--- src/hdl/lzbd_pkg.sv ---
// Shared types and constants of the LZ block decompressor.
// Depends on nothing; every other file imports it.
package lzbd_pkg;

    localparam int unsigned HISTORY_DEPTH   = 256;
    localparam int unsigned MAX_BLOCK_BYTES = 16384;

    localparam int unsigned HIST_AW   = $clog2(HISTORY_DEPTH);
    localparam int unsigned BLK_CW    = $clog2(MAX_BLOCK_BYTES + 1);
    localparam int unsigned LEN_W     = 7;
    localparam int unsigned LANES     = 4;
    localparam int unsigned LANE_W    = $clog2(LANES);
    localparam int unsigned WORD_W    = 8 * LANES;
    localparam int unsigned COUNT_W   = $clog2(LANES + 1);

    localparam logic [BLK_CW-1:0] BLK_MAX = BLK_CW'(MAX_BLOCK_BYTES);

    typedef enum logic [1:0] {
        PH_TOKEN = 2'd0,
        PH_DIST  = 2'd1,
        PH_LIT   = 2'd2
    } lzbd_phase_t;

    typedef enum logic [1:0] {
        CODE_OK       = 2'd0,
        CODE_BAD_DIST = 2'd1,
        CODE_OVERFLOW = 2'd2,
        CODE_TRUNC    = 2'd3
    } lzbd_code_t;

    typedef enum logic [3:0] {
        CMD_NONE,
        CMD_CAPTURE,
        CMD_TOKEN,
        CMD_LITERAL,
        CMD_DIST_ERR,
        CMD_COPY_START,
        CMD_COPY_READ,
        CMD_COPY_WRITE,
        CMD_COPY_EMIT,
        CMD_TRUNC,
        CMD_CLEAR
    } lzbd_cmd_t;

    typedef enum logic [2:0] {
        S_IDLE,
        S_DISPATCH,
        S_COPY_RD,
        S_COPY_WR,
        S_COPY_EMIT,
        S_END_CHK
    } lzbd_state_t;

    typedef struct packed {
        lzbd_phase_t phase;
        logic        blk_end;
        logic        slot_free;
        logic        dist_fail;
        logic        len_zero;
        logic        copy_flush;
        logic        copy_done;
    } lzbd_dp_stat_t;

endpackage

--- src/hdl/lzbd_if.sv ---
// Valid/ready channel interfaces for the compressed input and decoded output.
// Depends on lzbd_pkg for payload widths.
interface lzbd_in_if import lzbd_pkg::*; ();
    logic       valid;
    logic       ready;
    logic [7:0] in_byte;
    logic       block_end;

    modport source (output valid, output in_byte, output block_end, input ready);
    modport sink   (input valid, input in_byte, input block_end, output ready);
endinterface

interface lzbd_out_if import lzbd_pkg::*; ();
    logic               valid;
    logic               ready;
    logic [WORD_W-1:0]  out_bytes;
    logic [COUNT_W-1:0] byte_count;
    logic               run_last;
    logic [1:0]         status;

    modport source (output valid, output out_bytes, output byte_count,
                    output run_last, output status, input ready);
    modport sink   (input valid, input out_bytes, input byte_count,
                    input run_last, input status, output ready);
endinterface

--- src/hdl/lzbd_ctrl.sv ---
// Sequencer of the LZ block decompressor: one command to the datapath per cycle.
// Depends on lzbd_pkg.
module lzbd_ctrl import lzbd_pkg::*;
(
    input  logic          clk,
    input  logic          rst_n,
    input  logic          in_valid,
    input  lzbd_dp_stat_t stat,
    output logic          in_ready,
    output lzbd_cmd_t     cmd
);

    lzbd_state_t state_reg;
    lzbd_state_t state_next;

    always_ff @(posedge clk or negedge rst_n)
    begin
        if (!rst_n)
        begin
            state_reg <= S_IDLE;
        end
        else
        begin
            state_reg <= state_next;
        end
    end

    // next state
    always_comb
    begin
        state_next = state_reg;
        unique case (state_reg)
            S_IDLE:
            begin
                if (in_valid)
                begin
                    state_next = S_DISPATCH;
                end
            end
            S_DISPATCH:
            begin
                unique case (stat.phase)
                    PH_TOKEN: state_next = S_END_CHK;
                    PH_LIT:
                    begin
                        if (stat.slot_free)
                        begin
                            state_next = S_END_CHK;
                        end
                    end
                    PH_DIST:
                    begin
                        if (stat.dist_fail)
                        begin
                            if (stat.slot_free)
                            begin
                                state_next = S_END_CHK;
                            end
                        end
                        else if (stat.len_zero)
                        begin
                            state_next = S_END_CHK;
                        end
                        else
                        begin
                            state_next = S_COPY_RD;
                        end
                    end
                    default: state_next = S_END_CHK;
                endcase
            end
            S_COPY_RD: state_next = S_COPY_WR;
            S_COPY_WR:
            begin
                state_next = stat.copy_flush ? S_COPY_EMIT : S_COPY_RD;
            end
            S_COPY_EMIT:
            begin
                if (stat.slot_free)
                begin
                    state_next = stat.copy_done ? S_END_CHK : S_COPY_RD;
                end
            end
            S_END_CHK:
            begin
                if (!stat.blk_end || stat.phase == PH_TOKEN || stat.slot_free)
                begin
                    state_next = S_IDLE;
                end
            end
            default: state_next = S_IDLE;
        endcase
    end

    // commands
    always_comb
    begin
        cmd = CMD_NONE;
        unique case (state_reg)
            S_IDLE:
            begin
                if (in_valid)
                begin
                    cmd = CMD_CAPTURE;
                end
            end
            S_DISPATCH:
            begin
                unique case (stat.phase)
                    PH_TOKEN: cmd = CMD_TOKEN;
                    PH_LIT:
                    begin
                        if (stat.slot_free)
                        begin
                            cmd = CMD_LITERAL;
                        end
                    end
                    PH_DIST:
                    begin
                        if (!stat.dist_fail)
                        begin
                            cmd = CMD_COPY_START;
                        end
                        else if (stat.slot_free)
                        begin
                            cmd = CMD_DIST_ERR;
                        end
                    end
                    default: cmd = CMD_NONE;
                endcase
            end
            S_COPY_RD: cmd = CMD_COPY_READ;
            S_COPY_WR: cmd = CMD_COPY_WRITE;
            S_COPY_EMIT:
            begin
                if (stat.slot_free)
                begin
                    cmd = CMD_COPY_EMIT;
                end
            end
            S_END_CHK:
            begin
                if (stat.blk_end)
                begin
                    if (stat.phase == PH_TOKEN)
                    begin
                        cmd = CMD_CLEAR;
                    end
                    else if (stat.slot_free)
                    begin
                        cmd = CMD_TRUNC;
                    end
                end
            end
            default: cmd = CMD_NONE;
        endcase
    end

    assign in_ready = (state_reg == S_IDLE);

endmodule

--- src/hdl/lzbd_dp.sv ---
// Datapath of the LZ block decompressor: block state, history memory, output register.
// Depends on lzbd_pkg; driven by lzbd_ctrl commands.
module lzbd_dp import lzbd_pkg::*;
(
    input  logic               clk,
    input  logic               rst_n,
    input  lzbd_cmd_t          cmd,
    input  logic [7:0]         in_byte,
    input  logic               block_end,
    input  logic               out_ready,
    output lzbd_dp_stat_t      stat,
    output logic               out_valid,
    output logic [WORD_W-1:0]  out_bytes,
    output logic [COUNT_W-1:0] byte_count,
    output logic               run_last,
    output logic [1:0]         status
);

    logic [7:0]         hist_mem [HISTORY_DEPTH];
    logic [7:0]         rd_data_reg;

    logic [7:0]         byte_reg,      byte_next;
    logic               end_reg,       end_next;
    logic [HIST_AW-1:0] write_pos_reg, write_pos_next;
    logic [BLK_CW-1:0]  bytes_reg,     bytes_next;
    lzbd_phase_t        phase_reg,     phase_next;
    logic [LEN_W-1:0]   run_left_reg,  run_left_next;
    logic [LEN_W-1:0]   match_len_reg, match_len_next;
    logic [LEN_W-1:0]   copy_left_reg, copy_left_next;
    logic [WORD_W-1:0]  word_reg,      word_next;
    logic [COUNT_W-1:0] cnt_reg,       cnt_next;

    logic               out_valid_reg, out_valid_next;
    logic [WORD_W-1:0]  obytes_reg,    obytes_next;
    logic [COUNT_W-1:0] ocount_reg,    ocount_next;
    logic               olast_reg,     olast_next;
    lzbd_code_t         ocode_reg,     ocode_next;

    logic               wr_en;
    logic [7:0]         wr_data;
    logic [HIST_AW-1:0] rd_addr;
    logic               dist_bad;
    logic               dist_ovf;
    logic               slot_free;
    logic               lit_last;

    assign slot_free = !out_valid_reg || out_ready;
    assign rd_addr   = write_pos_reg - HIST_AW'(byte_reg);
    assign dist_bad  = (byte_reg == 8'd0) || (BLK_CW'(byte_reg) > bytes_reg);
    assign dist_ovf  = ({1'b0, bytes_reg} + (BLK_CW + 1)'(match_len_reg)) > {1'b0, BLK_MAX};
    assign lit_last  = (run_left_reg == LEN_W'(1));

    assign stat.phase      = phase_reg;
    assign stat.blk_end    = end_reg;
    assign stat.slot_free  = slot_free;
    assign stat.dist_fail  = dist_bad || dist_ovf;
    assign stat.len_zero   = (match_len_reg == '0);
    assign stat.copy_flush = (cnt_reg == COUNT_W'(LANES - 1)) || (copy_left_reg == LEN_W'(1));
    assign stat.copy_done  = (copy_left_reg == '0);

    always_comb
    begin
        byte_next      = byte_reg;
        end_next       = end_reg;
        write_pos_next = write_pos_reg;
        bytes_next     = bytes_reg;
        phase_next     = phase_reg;
        run_left_next  = run_left_reg;
        match_len_next = match_len_reg;
        copy_left_next = copy_left_reg;
        word_next      = word_reg;
        cnt_next       = cnt_reg;
        wr_en          = 1'b0;
        wr_data        = rd_data_reg;

        out_valid_next = out_valid_reg && !out_ready;
        obytes_next    = obytes_reg;
        ocount_next    = ocount_reg;
        olast_next     = olast_reg;
        ocode_next     = ocode_reg;

        unique case (cmd)
            CMD_NONE:
            begin
            end
            CMD_CAPTURE:
            begin
                byte_next = in_byte;
                end_next  = block_end;
            end
            CMD_TOKEN:
            begin
                if (byte_reg[0])
                begin
                    match_len_next = byte_reg[7:1];
                    phase_next     = PH_DIST;
                end
                else
                begin
                    run_left_next = byte_reg[7:1];
                    phase_next    = (byte_reg[7:1] != '0) ? PH_LIT : PH_TOKEN;
                end
            end
            CMD_LITERAL:
            begin
                run_left_next  = run_left_reg - LEN_W'(1);
                out_valid_next = 1'b1;
                olast_next     = lit_last;
                if (lit_last)
                begin
                    phase_next = PH_TOKEN;
                end
                if (bytes_reg >= BLK_MAX)
                begin
                    // past the block limit: consume, do not store
                    obytes_next = '0;
                    ocount_next = '0;
                    ocode_next  = CODE_OVERFLOW;
                end
                else
                begin
                    wr_en          = 1'b1;
                    wr_data        = byte_reg;
                    write_pos_next = write_pos_reg + HIST_AW'(1);
                    bytes_next     = bytes_reg + BLK_CW'(1);
                    obytes_next    = WORD_W'(byte_reg);
                    ocount_next    = COUNT_W'(1);
                    ocode_next     = CODE_OK;
                end
            end
            CMD_DIST_ERR:
            begin
                phase_next     = PH_TOKEN;
                match_len_next = '0;
                out_valid_next = 1'b1;
                obytes_next    = '0;
                ocount_next    = '0;
                olast_next     = 1'b1;
                ocode_next     = dist_bad ? CODE_BAD_DIST : CODE_OVERFLOW;
            end
            CMD_COPY_START:
            begin
                copy_left_next = match_len_reg;
                word_next      = '0;
                cnt_next       = '0;
                phase_next     = PH_TOKEN;
                match_len_next = '0;
            end
            CMD_COPY_READ:
            begin
            end
            CMD_COPY_WRITE:
            begin
                wr_en          = 1'b1;
                write_pos_next = write_pos_reg + HIST_AW'(1);
                bytes_next     = bytes_reg + BLK_CW'(1);
                word_next[cnt_reg[LANE_W-1:0]*8 +: 8] = rd_data_reg;
                cnt_next       = cnt_reg + COUNT_W'(1);
                copy_left_next = copy_left_reg - LEN_W'(1);
            end
            CMD_COPY_EMIT:
            begin
                out_valid_next = 1'b1;
                obytes_next    = word_reg;
                ocount_next    = cnt_reg;
                olast_next     = (copy_left_reg == '0);
                ocode_next     = CODE_OK;
                word_next      = '0;
                cnt_next       = '0;
            end
            CMD_TRUNC:
            begin
                out_valid_next = 1'b1;
                obytes_next    = '0;
                ocount_next    = '0;
                olast_next     = 1'b1;
                ocode_next     = CODE_TRUNC;
                write_pos_next = '0;
                bytes_next     = '0;
                phase_next     = PH_TOKEN;
                run_left_next  = '0;
                match_len_next = '0;
            end
            CMD_CLEAR:
            begin
                write_pos_next = '0;
                bytes_next     = '0;
                phase_next     = PH_TOKEN;
                run_left_next  = '0;
                match_len_next = '0;
            end
            default:
            begin
            end
        endcase
    end

    // history memory: one write port, one registered read port
    always_ff @(posedge clk)
    begin
        if (wr_en)
        begin
            hist_mem[write_pos_reg] <= wr_data;
        end
        if (cmd == CMD_COPY_READ)
        begin
            rd_data_reg <= hist_mem[rd_addr];
        end
    end

    always_ff @(posedge clk or negedge rst_n)
    begin
        if (!rst_n)
        begin
            end_reg       <= 1'b0;
            write_pos_reg <= '0;
            bytes_reg     <= '0;
            phase_reg     <= PH_TOKEN;
            run_left_reg  <= '0;
            match_len_reg <= '0;
            copy_left_reg <= '0;
            cnt_reg       <= '0;
            out_valid_reg <= 1'b0;
        end
        else
        begin
            end_reg       <= end_next;
            write_pos_reg <= write_pos_next;
            bytes_reg     <= bytes_next;
            phase_reg     <= phase_next;
            run_left_reg  <= run_left_next;
            match_len_reg <= match_len_next;
            copy_left_reg <= copy_left_next;
            cnt_reg       <= cnt_next;
            out_valid_reg <= out_valid_next;
        end
    end

    always_ff @(posedge clk)
    begin
        byte_reg   <= byte_next;
        word_reg   <= word_next;
        obytes_reg <= obytes_next;
        ocount_reg <= ocount_next;
        olast_reg  <= olast_next;
        ocode_reg  <= ocode_next;
    end

    assign out_valid  = out_valid_reg;
    assign out_bytes  = obytes_reg;
    assign byte_count = ocount_reg;
    assign run_last   = olast_reg;
    assign status     = ocode_reg;

endmodule

--- src/hdl/lz_block_decompressor.sv ---
// Top level of the LZ block decompressor: sequencer plus datapath.
// Depends on lzbd_pkg, lzbd_if, lzbd_ctrl and lzbd_dp.
//
//   channel     | dir | payload                                  | handshake
//   ------------+-----+------------------------------------------+----------
//   compressed  | in  | in_byte[7:0], block_end                  | valid/ready
//   decoded     | out | out_bytes[31:0], byte_count[2:0],        | valid/ready
//               |     | run_last, status[1:0]                    |
//
// Each compressed word is taken in the idle state and held for the whole of
// its work, so one word is in flight at a time. A match distance word copies
// each byte in a read step and then a write step, a split set by the history
// memory's registered read, which must see the byte written just before it
// when the distance is one; the copied bytes leave in packed output words.
// Reset (rst_n, asynchronous, active low) leaves the block expecting a token
// with an empty history; no clearing pass is needed, since a valid distance
// only reaches bytes written in the current block.
// A single output register holds the next decoded word; the block accepts
// new compressed words while it waits and stalls only when a second result
// is due before the decoded side takes the first.
module lz_block_decompressor import lzbd_pkg::*;
(
    input  logic        clk,
    input  logic        rst_n,
    lzbd_in_if.sink     compressed,
    lzbd_out_if.source  decoded
);

    lzbd_cmd_t     cmd;
    lzbd_dp_stat_t stat;

    // sequencer: advance through token, literal, distance and copy steps
    lzbd_ctrl u_ctrl (
        .clk      (clk),
        .rst_n    (rst_n),
        .in_valid (compressed.valid),
        .stat     (stat),
        .in_ready (compressed.ready),
        .cmd      (cmd)
    );

    // datapath: hold block state and history, drive the decoded word
    lzbd_dp u_dp (
        .clk        (clk),
        .rst_n      (rst_n),
        .cmd        (cmd),
        .in_byte    (compressed.in_byte),
        .block_end  (compressed.block_end),
        .out_ready  (decoded.ready),
        .stat       (stat),
        .out_valid  (decoded.valid),
        .out_bytes  (decoded.out_bytes),
        .byte_count (decoded.byte_count),
        .run_last   (decoded.run_last),
        .status     (decoded.status)
    );

endmodule

--- src/flat_wrapper.sv ---
// flat-port wrapper written by rule: the top's interface ports become plain ports
module lz_block_decompressor_flat import lzbd_pkg::*;
  (clk, rst_n, compressed_valid, compressed_in_byte, compressed_block_end, compressed_ready, decoded_valid, decoded_out_bytes, decoded_byte_count, decoded_run_last, decoded_status, decoded_ready);
  lzbd_in_if compressed_i ();
  lzbd_out_if decoded_i ();
  input  logic clk;
  input  logic rst_n;
  input wire logic [$bits(compressed_i.valid)-1:0] compressed_valid;
  input wire logic [$bits(compressed_i.in_byte)-1:0] compressed_in_byte;
  input wire logic [$bits(compressed_i.block_end)-1:0] compressed_block_end;
  output wire logic [$bits(compressed_i.ready)-1:0] compressed_ready;
  output wire logic [$bits(decoded_i.valid)-1:0] decoded_valid;
  output wire logic [$bits(decoded_i.out_bytes)-1:0] decoded_out_bytes;
  output wire logic [$bits(decoded_i.byte_count)-1:0] decoded_byte_count;
  output wire logic [$bits(decoded_i.run_last)-1:0] decoded_run_last;
  output wire logic [$bits(decoded_i.status)-1:0] decoded_status;
  input wire logic [$bits(decoded_i.ready)-1:0] decoded_ready;
  assign compressed_i.valid = compressed_valid;
  assign compressed_i.in_byte = compressed_in_byte;
  assign compressed_i.block_end = compressed_block_end;
  assign compressed_ready = compressed_i.ready;
  assign decoded_valid = decoded_i.valid;
  assign decoded_out_bytes = decoded_i.out_bytes;
  assign decoded_byte_count = decoded_i.byte_count;
  assign decoded_run_last = decoded_i.run_last;
  assign decoded_status = decoded_i.status;
  assign decoded_i.ready = decoded_ready;
  lz_block_decompressor u_core (.clk(clk), .rst_n(rst_n), .compressed(compressed_i), .decoded(decoded_i));
endmodule
--- config.mk ---
export PLATFORM = sky130hd
export DESIGN_NAME = lz_block_decompressor_flat
export DESIGN_NICKNAME = d
export VERILOG_FILES = /design/src/hdl/lzbd_pkg.sv /design/src/hdl/lzbd_if.sv /design/src/hdl/lzbd_ctrl.sv /design/src/hdl/lzbd_dp.sv /design/src/hdl/lz_block_decompressor.sv /design/src/flat_wrapper.sv
export SDC_FILE = /design/constraint.sdc
export NUM_CORES = 2
export LEC_CHECK = 0
export BUFFER_PORTS_ARGS = -buffer_cell sky130_fd_sc_hd__buf_2
export CAP_MARGIN = 15
export CORE_ASPECT_RATIO = 1.1
export CORE_MARGIN = 2
export CORE_UTILIZATION = 55
export CTS_BUF_LIST = sky130_fd_sc_hd__clkbuf_4 sky130_fd_sc_hd__clkbuf_8 sky130_fd_sc_hd__clkbuf_16
export DETAILED_ROUTE_END_ITERATION = 6
export PLACE_DENSITY = 0.77
export SYNTH_ARGS = -nofsm -noshare
export SYNTH_HDL_FRONTEND = slang
export SYNTH_SLANG_ARGS = --single-unit
--- constraint.sdc ---
create_clock -name clk -period 5 [get_ports clk]
set_input_delay 0.75 -clock clk [delete_from_list [all_inputs] [get_ports clk]]
set_output_delay 0.75 -clock clk [all_outputs]
set_load 0.01 [all_outputs]
==> out/metrics.cfg <==
[run_status]
status = complete, no violations

[synth]
synth_warnings = 0
synthAdderAreaFrac_pct = 0.6669
netlist_instances = 3996
synth.yosys.seq_area_share_pct = 75.49
syn_area_sq_mm = 0.08668
ys.flop_type = edfxtp_1
synthMuxAreaShare_pct = 17.97
syn_nets = 4054
synth_edf_count = 2134
yosys.area_share.simple_pct = 3.093
ys_types = 76
synth_xor_area_share_pct = 0.1212
ys_ff_latch = 2188
synth.avg_cell_area_sq_um = 21.69
synth_top_family_by_area = multiplexers
synthArstFlopShare_pct = 2.468
synth_compound_area_share_pct = 1.518

[finish]
fin_cells = 6676
fin_nets = 4482
area_growth_pct = 14.36
finish.utilization_pct = 63.41
drive_gt1_share_pct = 32.57
final_common_cell = edfxtp_1
final_cell_mix = edfxtp_1 (2134), mux4_2 (672), buf_4 (350)
largest_reg_flops = 2048

[timing]
period_needed_ns = 4.875
fin_worst_skew_ns = 0.03834
setup_viol = 0
hold_viol_final = 0
tightestPinTransition_ns = 1.096
max_freq_ghz = 0.2051
post-route-period-util_pct = 97.51
drv_slew = 0
timing.final.ws_setup_ns = 0.1247
relSlewSlack_pct = 26.35
fin_setup_tns_ns = 0
rsz0062_at_grt = true

[floorplan]
die_area_sq_mm = 0.1608
die_w_um = 382.5
die_h_um = 420.4
pin_count = 53
core_sq_mm = 0.1563
initial_utilization_pct = 55.45
rows = 152

[global_routing]
antenna_found_initial = 4
grt_pass1_wl_um = 305700
gr-usage-met1_pct = 35.29
grt.overflow.total = 0
gr-max-usage-layer = met2
grt_use_met2_pct = 43.59
grt_use_total_pct = 26.32
grt_max_degree = 127
grt_pass1_vias = 43980
gr-usage-met3_pct = 4.506

[pwr]
power.leakage_uw = 0.03208
seq_power_share_pct = 34.8
cellInternalPower_uw = 42690
combPwrFrac_pct = 41.1
ir_worst_vdd_uv = 700.5
swShare_pct = 33.79
p_clk_share_pct = 24.1
switchingPower_uw = 21790
finalPower_uw = 64480
power_density_mw_per_mm2 = 650.5

[clock_tree]
ctsResizeCount = 0
clkSinkCount = 2188
postCtsSetupRepairBufs = 0
cts-buffers-inserted = 198
cts_tree = yes
path_clk_slew_ns = 0.07
clock_path_buffers = 3
htreeDepth = 4
clk_latency_ns = 0.84
cts-root-buf = clkbuf_16
hold_buffers = 0

[drt]
viasPerCell = 6.545
ant_nets = 0
dr_total_vias = 43692
first_pass_iters = 7
drt_iter0_drc = 5666
wire_per_inst_um = 31.26
drcViolationCount = 0
routed_wl_um = 208700

[critical_path]
timing.rr.start = u_core.u_dp.match_len_reg[0]$_DFFE_PN0P_
crit_type = reg -> reg
crit_path_end_kind = flop
cp_max_fo = 26
startpoint_type = flop
rrSetupSlack_ns = 0.12
crit_required_ns = 5.54
reg2reg_depth = 14
cp.arrival_ns = 5.41
reg2reg_to = u_core.u_dp.hist_mem[252][1]$_DFFE_PP_

[worst_hold_path]
hp-class = in -> async

[placement]
portBuffers = 52
routabilityCongestion = 0.9269
dp.cells = 6301
place_ws_ns = 0.2700
hpwlAfterDp_um = 122400

[run]
max_cap_violations = 0

==> worst max-delay path, stage by stage, from the launching register on <==
cell	delay [ns]
dfrtp_1	0.43
ha_1	0.23
fa_1	0.42
and3_1	0.22
o2111a_1	0.26
o21ai_0	0.20
mux2i_1	0.22
o21ai_0	0.24
a2111o_1	0.57
o21ai_2	0.21
buf_12	0.22
nand3_2	0.50
buf_4	0.43
nor2_1	0.18
buf_4	0.24
==> power by group through the flow <==
stage / Combinational, uW / Clock, uW / Sequential [uW]
2_1_floorplan: 16800 / 0 / 22900
3_3_place_gp: 25600 / 0 / 22800
3_5_place_dp: 26000 / 0 / 22800
4_1_cts: 26500 / 15700 / 22400
5_1_grt: 27500 / 16300 / 22500
6_report: 26500 / 15500 / 22400
==> how the worst max path moves through the flow <==
stage                                              from                                     end  slack (ns)  cells past startpoint
2_1_floorplan      u_core.u_dp.phase_reg[0]$_DFFE_PN0P_    u_core.u_dp.hist_mem[0][1]$_DFFE_PP_        0.49                      6
3_5_place_dp   u_core.u_dp.match_len_reg[0]$_DFFE_PN0P_  u_core.u_dp.hist_mem[252][2]$_DFFE_PP_        0.27                     14
5_1_grt        u_core.u_dp.match_len_reg[0]$_DFFE_PN0P_  u_core.u_dp.hist_mem[252][7]$_DFFE_PP_       -0.02                     14
4_1_cts        u_core.u_dp.match_len_reg[0]$_DFFE_PN0P_  u_core.u_dp.hist_mem[252][1]$_DFFE_PP_        0.20                     14
3_3_place_gp   u_core.u_dp.match_len_reg[0]$_DFFE_PN0P_    u_core.u_dp.hist_mem[8][5]$_DFFE_PP_        0.33                     14
6_report       u_core.u_dp.match_len_reg[0]$_DFFE_PN0P_  u_core.u_dp.hist_mem[252][1]$_DFFE_PP_        0.12                     14
==> routing by layer <==
metal / part of all wire [%] / vias to the layer above
li1: - / 17543
met5: 0.025 / -
met4: 4.2 / 8
met3: 9.1 / 452
met1: 36 / 22949
met2: 51 / 2740
==> stage by stage <==
step,hold slack [ns],area [sq um]
floorplan,0.4544,86680
global placement,0.4999,92450
detailed placement,0.5033,92450
CTS,0.02950,99120
global route,0.06212,99130
finish,0.06023,99130
==> layout make-up <==
| type | count | area, sq um |
|---|---|---|
| fill | 9844 | 57200 |
| inverter | 38 | 142.6 |
| sequential | 2188 | 65430 |
| clock inverter | 147 | 1468 |
| tap | 2079 | 2601 |
| antenna | 1 | 2.502 |
| timing repair buffer | 447 | 3774 |
| clock buffer | 225 | 5192 |
| multi-input combinational | 1551 | 20520 |
==> kinds of logic (layout without fill, tap and decap cells) <==
group	after synthesis	after routing
mux	715	715
fa+ha+maj	45	45
flops	2188	2188
other cells	0	1
compound gates	195	195
buf+inv	257	857
simple gates	584	584
xor+xnor	12	12
==> synthesized netlist by cell type (7+ instances only) <==
| library cell | n | area (sq um) |
|---|---|---|
| o21ai_0 | 24 | 120.1 |
| nor3_1 | 22 | 110.1 |
| nand2_1 | 59 | 221.5 |
| mux2_2 | 9 | 101.4 |
| clkbuf_1 | 158 | 593.1 |
| nor2_1 | 331 | 1242 |
| inv_1 | 38 | 142.6 |
| buf_2 | 13 | 65.06 |
| mux4_2 | 672 | 15130 |
| a22o_1 | 9 | 78.83 |
| nor2b_1 | 45 | 281.5 |
| a21o_1 | 7 | 52.55 |
| and2_1 | 27 | 168.9 |
| a31oi_1 | 9 | 56.30 |
| nand3_1 | 38 | 190.2 |
| buf_1 | 47 | 176.4 |
| nor2_4 | 7 | 78.83 |
| a21oi_1 | 75 | 375.4 |
| o31ai_1 | 8 | 60.06 |
| or3_1 | 7 | 43.79 |
| ha_1 | 43 | 538.0 |
| nor4_1 | 7 | 43.79 |
| dfrtp_1 | 54 | 1351 |
| nand2b_1 | 8 | 50.05 |
| edfxtp_1 | 2134 | 64080 |
| mux2i_1 | 34 | 340.3 |
| a32o_1 | 8 | 80.08 |
Power figures use the tool's default switching activity.
